$ cat src/rtl/fpm_pkg.sv
// shared types and constants for the single-precision multiplier
package fpm_pkg;

  localparam int unsigned ExpW  = 8;
  localparam int unsigned FracW = 23;
  localparam int unsigned SigW  = FracW + 1;
  localparam int unsigned ProdW = 2 * SigW;
  localparam logic [ExpW-1:0] ExpMax = 8'hFF;
  localparam logic [9:0] Bias = 10'd127;
  localparam logic [31:0] QNan = 32'h7FC00000;

  // special-case classification carried down the pipe
  typedef enum logic [1:0] {
    SPC_NONE,
    SPC_NAN,
    SPC_INF,
    SPC_ZERO
  } spc_e;

  // stage 1 -> stage 2: unpacked operands
  typedef struct packed {
    logic            sign;
    spc_e            spc;
    logic [9:0]      exp;   // signed biased exponent sum less bias
    logic [SigW-1:0] sig_a;
    logic [SigW-1:0] sig_b;
  } unp_t;

  // stage 2 -> stage 3: raw product
  typedef struct packed {
    logic             sign;
    spc_e             spc;
    logic [9:0]       exp;
    logic [ProdW-1:0] prod;
  } mul_t;

endpackage

$ cat src/rtl/fp32_multiplier.sv
// top level: three-stage pipelined single-precision multiplier
// an accepted item passes the unp_q, mul_q and product_q registers in turn to the output
// throughput: one item per cycle while out_stall_i is low, set by the 24x24 significand multiplier stage
// a stall freezes every full stage whose successor is full and held; bubbles are squeezed out
// reset: rst_ni asynchronous active low clears all stage valid bits
// special operands: nan/invalid give 0x7fc00000, subnormals flush to zero
module fp32_multiplier (
  input  logic        clk_i,
  input  logic        rst_ni,
  input  logic        in_valid_i,
  output logic        in_stall_o,
  input  logic [31:0] operand_a_i,
  input  logic [31:0] operand_b_i,
  output logic        out_valid_o,
  input  logic        out_stall_i,
  output logic [31:0] product_o
);
  import fpm_pkg::*;

  unp_t unp_d, unp_q;
  mul_t mul_q;
  logic [31:0] product_d, product_q;
  logic v1_q, v2_q, v3_q;
  logic en1, en2, en3;

  // a stage advances when its successor is empty or moving
  assign en3 = !v3_q || !out_stall_i;
  assign en2 = !v2_q || en3;
  assign en1 = !v1_q || en2;
  assign in_stall_o = !en1;

  // stage 1: decode
  fpm_unpack u_unpack (
    .operand_a_i (operand_a_i),
    .operand_b_i (operand_b_i),
    .unp_o       (unp_d)
  );

  // stage 3 logic: normalize and round the registered product
  fpm_round u_round (
    .mul_i     (mul_q),
    .product_o (product_d)
  );

  always_ff @(posedge clk_i or negedge rst_ni) begin
    if (!rst_ni) begin
      v1_q <= 1'b0;
      v2_q <= 1'b0;
      v3_q <= 1'b0;
    end else begin
      if (en1) v1_q <= in_valid_i;
      if (en2) v2_q <= v1_q;
      if (en3) v3_q <= v2_q;
    end
  end

  always_ff @(posedge clk_i) begin
    if (en1) unp_q <= unp_d;
    // stage 2: significand multiply
    if (en2) begin
      mul_q.sign <= unp_q.sign;
      mul_q.spc  <= unp_q.spc;
      mul_q.exp  <= unp_q.exp;
      mul_q.prod <= unp_q.sig_a * unp_q.sig_b;
    end
    if (en3) product_q <= product_d;
  end

  assign out_valid_o = v3_q;
  assign product_o   = product_q;

`ifndef SYNTHESIS
  // a stalled result must stay put
  a_hold: assert property (@(posedge clk_i) disable iff (!rst_ni)
    out_valid_o && out_stall_i |=> out_valid_o && $stable(product_o))
    else $error("result changed under stall");
  // input is never refused while the first stage is empty
  a_no_false_stall: assert property (@(posedge clk_i) disable iff (!rst_ni)
    !v1_q |-> !in_stall_o)
    else $error("stall with empty first stage");
  // an accepted item shows up in the stage-one register next cycle
  a_advance: assert property (@(posedge clk_i) disable iff (!rst_ni)
    in_valid_i && !in_stall_o |=> v1_q)
    else $error("accepted item lost");
`endif

endmodule

$ cat src/rtl/fpm_unpack.sv
// operand decode and special-case classification
module fpm_unpack (
  input  logic [31:0]  operand_a_i,
  input  logic [31:0]  operand_b_i,
  output fpm_pkg::unp_t unp_o
);
  import fpm_pkg::*;

  logic [ExpW-1:0] ea, eb;
  logic [FracW-1:0] fa, fb;
  logic nan_a, nan_b, inf_a, inf_b, zero_a, zero_b;

  always_comb begin
    ea = operand_a_i[30:23];
    eb = operand_b_i[30:23];
    fa = operand_a_i[22:0];
    fb = operand_b_i[22:0];
    nan_a  = (ea == ExpMax) && (fa != '0);
    nan_b  = (eb == ExpMax) && (fb != '0);
    inf_a  = (ea == ExpMax) && (fa == '0);
    inf_b  = (eb == ExpMax) && (fb == '0);
    zero_a = (ea == '0);
    zero_b = (eb == '0);
    unp_o.sign  = operand_a_i[31] ^ operand_b_i[31];
    unp_o.exp   = {2'b00, ea} + {2'b00, eb} - Bias;
    unp_o.sig_a = {1'b1, fa};
    unp_o.sig_b = {1'b1, fb};
    if (nan_a || nan_b || (inf_a && zero_b) || (inf_b && zero_a)) begin
      unp_o.spc = SPC_NAN;
    end else if (inf_a || inf_b) begin
      unp_o.spc = SPC_INF;
    end else if (zero_a || zero_b) begin
      unp_o.spc = SPC_ZERO;
    end else begin
      unp_o.spc = SPC_NONE;
    end
  end

endmodule

$ cat src/rtl/fpm_round.sv
// normalize, round to nearest even and pack the result
module fpm_round (
  input  fpm_pkg::mul_t mul_i,
  output logic [31:0]   product_o
);
  import fpm_pkg::*;

  logic          hi;
  logic [SigW:0] mant;
  logic [SigW-1:0] trunc;
  logic          g, st;
  logic [9:0]    e;

  always_comb begin
    hi = mul_i.prod[ProdW-1];
    if (hi) begin
      trunc = mul_i.prod[47:24];
      g     = mul_i.prod[23];
      st    = |mul_i.prod[22:0];
    end else begin
      trunc = mul_i.prod[46:23];
      g     = mul_i.prod[22];
      st    = |mul_i.prod[21:0];
    end
    mant = {1'b0, trunc} + {{SigW{1'b0}}, (g && (st || trunc[0]))};
    e = mul_i.exp + {9'd0, hi};
    if (mant[SigW]) begin
      mant = mant >> 1;
      e    = e + 10'd1;
    end
    case (mul_i.spc)
      SPC_NAN:  product_o = QNan;
      SPC_INF:  product_o = {mul_i.sign, ExpMax, {FracW{1'b0}}};
      SPC_ZERO: product_o = {mul_i.sign, 31'd0};
      default: begin
        if (!e[9] && (e >= 10'd255)) begin
          product_o = {mul_i.sign, ExpMax, {FracW{1'b0}}};
        end else if (e[9] || (e == 10'd0)) begin
          product_o = {mul_i.sign, 31'd0};
        end else begin
          product_o = {mul_i.sign, e[7:0], mant[FracW-1:0]};
        end
      end
    endcase
  end

endmodule

$ cat config.mk
export PLATFORM = sky130hd
export DESIGN_NAME = fp32_multiplier
export DESIGN_NICKNAME = d
export VERILOG_FILES = /design/src/rtl/fpm_pkg.sv /design/src/rtl/fp32_multiplier.sv /design/src/rtl/fpm_unpack.sv /design/src/rtl/fpm_round.sv
export SDC_FILE = /design/constraint.sdc
export NUM_CORES = 2
export LEC_CHECK = 0
export ABC_AREA = 0
export BUFFER_PORTS_ARGS = -buffer_cell sky130_fd_sc_hd__buf_4
export CAP_MARGIN = 10
export CELL_PAD_IN_SITES_DETAIL_PLACEMENT = 0
export CELL_PAD_IN_SITES_GLOBAL_PLACEMENT = 1
export CORE_ASPECT_RATIO = 2
export CORE_MARGIN = 2
export CORE_UTILIZATION = 30
export DETAILED_ROUTE_END_ITERATION = 12
export PLACE_DENSITY = 0.54
export RECOVER_POWER = 100
export SETUP_SLACK_MARGIN = 0.1
export SYNTH_ARGS = -nofsm -noshare
export SYNTH_HDL_FRONTEND = slang
export SYNTH_SLANG_ARGS = --single-unit
$ cat constraint.sdc
create_clock -name clk_i -period 8.6 [get_ports clk_i]
set_clock_uncertainty 0.2 [all_clocks]
set_input_delay 0.43 -clock clk_i [delete_from_list [all_inputs] [get_ports clk_i]]
set_output_delay 0.43 -clock clk_i [all_outputs]
set_load 0.02 [all_outputs]
==> flow_metrics.py <==
metrics = {
    "outcome": {
        "status": "complete, but fails checks",
        "failed_checks": "max-capacitance violations, max-slew violations",
    },
    "clock_network": {
        "cts.repair.resized": 0,
        "hold_buffers": 48,
        "postCtsSetupBuffers": 0,
        "numCtsBuffers": 17,
        "clkLatencyLatePin_ns": 0.49,
        "cts_tree": "built",
        "cts.path.max_buffers": 2,
        "clockRootBuffer": "clkbuf_16",
        "clk_pin_slew_worst_paths_ns": 0.07,
        "numClockSinks": 155,
        "htreeDepth": 4,
    },
    "yosys": {
        "syn_nets": 3459,
        "ys_seq_area_frac": 0.177,
        "ys_top_cells_by_count": "inv_1 (592), fa_1 (483), nand2_1 (313)",
        "synth_edf_count": 152,
        "synth.distinct_cells": 70,
        "yosys-top-cells-area": "fa_1 (37%), edfxtp_1 (17%), ha_1 (9.1%)",
        "synth_warnings": 0,
        "synth-seq-cells": 155,
        "synth.largest_area_cell": "fa_1",
        "yosysMostFrequentCell": "inv_1",
        "synth_async_sr_flop_share": 0.0194,
        "ys.flop_type": "edfxtp_1",
        "syn-instance-count": 2718,
        "synth_area_um2": 26200,
        "syn_area_per_cell_um2": 9.64,
        "synth_top_area_share": 0.369,
    },
    "floorplan": {
        "pin_count": 102,
        "die-height_um": 422,
        "row_count": 153,
        "core-area_um2": 86700,
        "fp.dieW_um": 213,
        "start_util": 0.302,
        "dieArea_um2": 89900,
    },
    "setup_path": {
        "timing.rr.end": "mul_q[46]",
        "worstPathRequired_ns": 8.64,
        "crit_type": "flop to flop",
        "regToRegSetupSlack_ns": 0.36,
        "r2r-start": "unp_q[29]",
        "worstPathArrival_ns": 8.29,
        "reg2regPathDepth": 24,
        "startpoint_type": "flop",
        "crit_fanout": 12,
        "crit_path_end_kind": "flop",
    },
    "timing": {
        "finalHoldViolCount": 0,
        "tightestPinTransition_ns": 3.86,
        "tns_ns": 0,
        "maxSlewViolCount": 212,
        "finalSetupViolCount": 0,
        "slew_headroom": -1.57,
        "min_period_over_period": 0.958,
        "grt_setup_unrepaired": "no",
        "fmax_ghz": 0.121,
        "final.min_clock_period_ns": 8.24,
    },
    "route": {
        "antenna_left": 0,
        "dr.pass1.iters": 5,
        "vias": 19900,
        "drt-initial-drc-count": 933,
        "wl_per_cell_um": 24.5,
        "drt-total-wl_um": 100000,
        "route.detailed.drc": 0,
        "vias_per_cell": 4.86,
    },
    "placed_design": {
        "dp_hpwl_um": 84800,
        "gp_routability_congestion": 0.955,
        "portBuffers": 101,
        "dp.cells": 4014,
        "dpl_cell_area_um2": 29300,
    },
    "cells_and_area": {
        "multiInputGateArea_um2": 18800,
        "nFillCells": 8968,
        "final_cells": 4097,
        "area_delta_synth_final_pct": 14.4,
        "final_net_count": 3660,
        "drive_gt1_frac": 0.0733,
        "area.sequential_um2": 4640,
        "fin_area_um2": 30000,
    },
    "global_routing": {
        "grt_max_degree": 63,
        "antenna_found_initial": 4,
        "first_global_vias": 22400,
        "gr-total-overflow": 0,
        "grtUsageTotal": 0.231,
        "grt_pass1_wl_um": 146000,
    },
    "worst_hold_path": {
        "hp-class": "primary input to flop",
        "min_to": "unp_q[60]",
        "min_path_cells": 2,
        "min_from": "operand_a_i[31]",
    },
    "flow_run": {
        "cap_violations": 5,
    },
}
## through the flow
step / hold slack [ns] / util / worst slack, ns
detailed placement: 0.0230 / 0.338 / 0.467
floorplan: -0.0656 / - / 1.51
CTS: 0.0441 / 0.350 / 0.406
global placement: 0.0220 / 0.338 / 0.475
global route: 0.0518 / 0.346 / 0.119
finish: 0.0638 / 0.346 / 0.358
## how the worst max path moves through the flow
stage,start,endpoint,slack [ns]
after CTS,unp_q[35],mul_q[46],0.41
after global routing,unp_q[29],mul_q[46],0.12
after global placement,unp_q[29],mul_q[46],0.48
after floorplan,unp_q[12],mul_q[47],1.51
final,unp_q[29],mul_q[46],0.36
after detailed placement,unp_q[35],mul_q[46],0.47
## layout by cell type (no fill, tap or decap), types with 16 or more instances in the layout
cell	instances
inv_1	592
fa_1	483
nand2_1	313
and2_1	268
ha_1	190
edfxtp_1	152
buf_4	132
clkbuf_1	88
a21oi_1	82
xnor2_1	68
nor2_1	63
o21ai_0	51
dlygate4sd3_1	48
nand3_1	44
xor2_1	31
nand4_1	21
nor3_1	19
nor4_1	18
clkbuf_16	17
a21o_1	16
## cell families (layout without fill, tap and decap cells)
group                    after synthesis  count (layout)  synth area share
AO/OA/AOI/OAI                        249             249            0.0607
XOR/XNOR                              99              99            0.0331
adder cells (fa/ha/maj)              673             673             0.460
buffers and inverters                709             923             0.102
flip-flops                           155             155             0.177
multiplexers                          15              15           0.00601
other                                  0               3                 0
AND/OR/NAND/NOR                      818             818             0.161
## layout make-up
cell class,count,share of cell area
diodes,3,0.000250
clock buffers,18,0.0146
clock inverters,14,0.00576
inverters,594,0.0744
multi-input cells,1854,0.629
flip-flops and latches,155,0.155
well taps,1162,0.0485
repair buffers,297,0.0732
## critical path, stage by stage, from the launching register on
cell and delay [ns]:
edfxtp_1 0.80, inv_1 0.28, nor2_1 0.32, fa_1 0.49, fa_1 0.48, fa_1 0.40, fa_1 0.47, fa_1 0.52
fa_1 0.55, inv_1 0.05, fa_1 0.48, buf_4 0.14, inv_1 0.04, ha_1 0.36, nand3_1 0.10, nor3_1 0.35
clkbuf_4 0.24, nand3_1 0.11, a31oi_1 0.35, clkbuf_4 0.22, o21ai_0 0.20, a211oi_1 0.37, a41oi_1 0.18, xnor2_1 0.17
buf_4 0.13
## sequential cells by signal, summed over array words and instances, names as in the netlist
signal and cells:
mul_q 61, v2_q 1, v1_q 1, out_valid_o 1, product_o 32, unp_q 59
## per-layer routing
| layer | track usage | wire length [um] | vias up |
|---|---|---|---|
| li1 | - | - | 8803 |
| met1 | 0.205 | 30500 | 10300 |
| met2 | 0.463 | 57800 | 539 |
| met3 | 0.0203 | 2700 | 239 |
| met4 | 0.180 | 9260 | 0 |
| met5 | 0 | 0 | - |
Power is not shown: default switching activity piles up to over one toggle a cycle in this logic, so the estimate is an artifact.
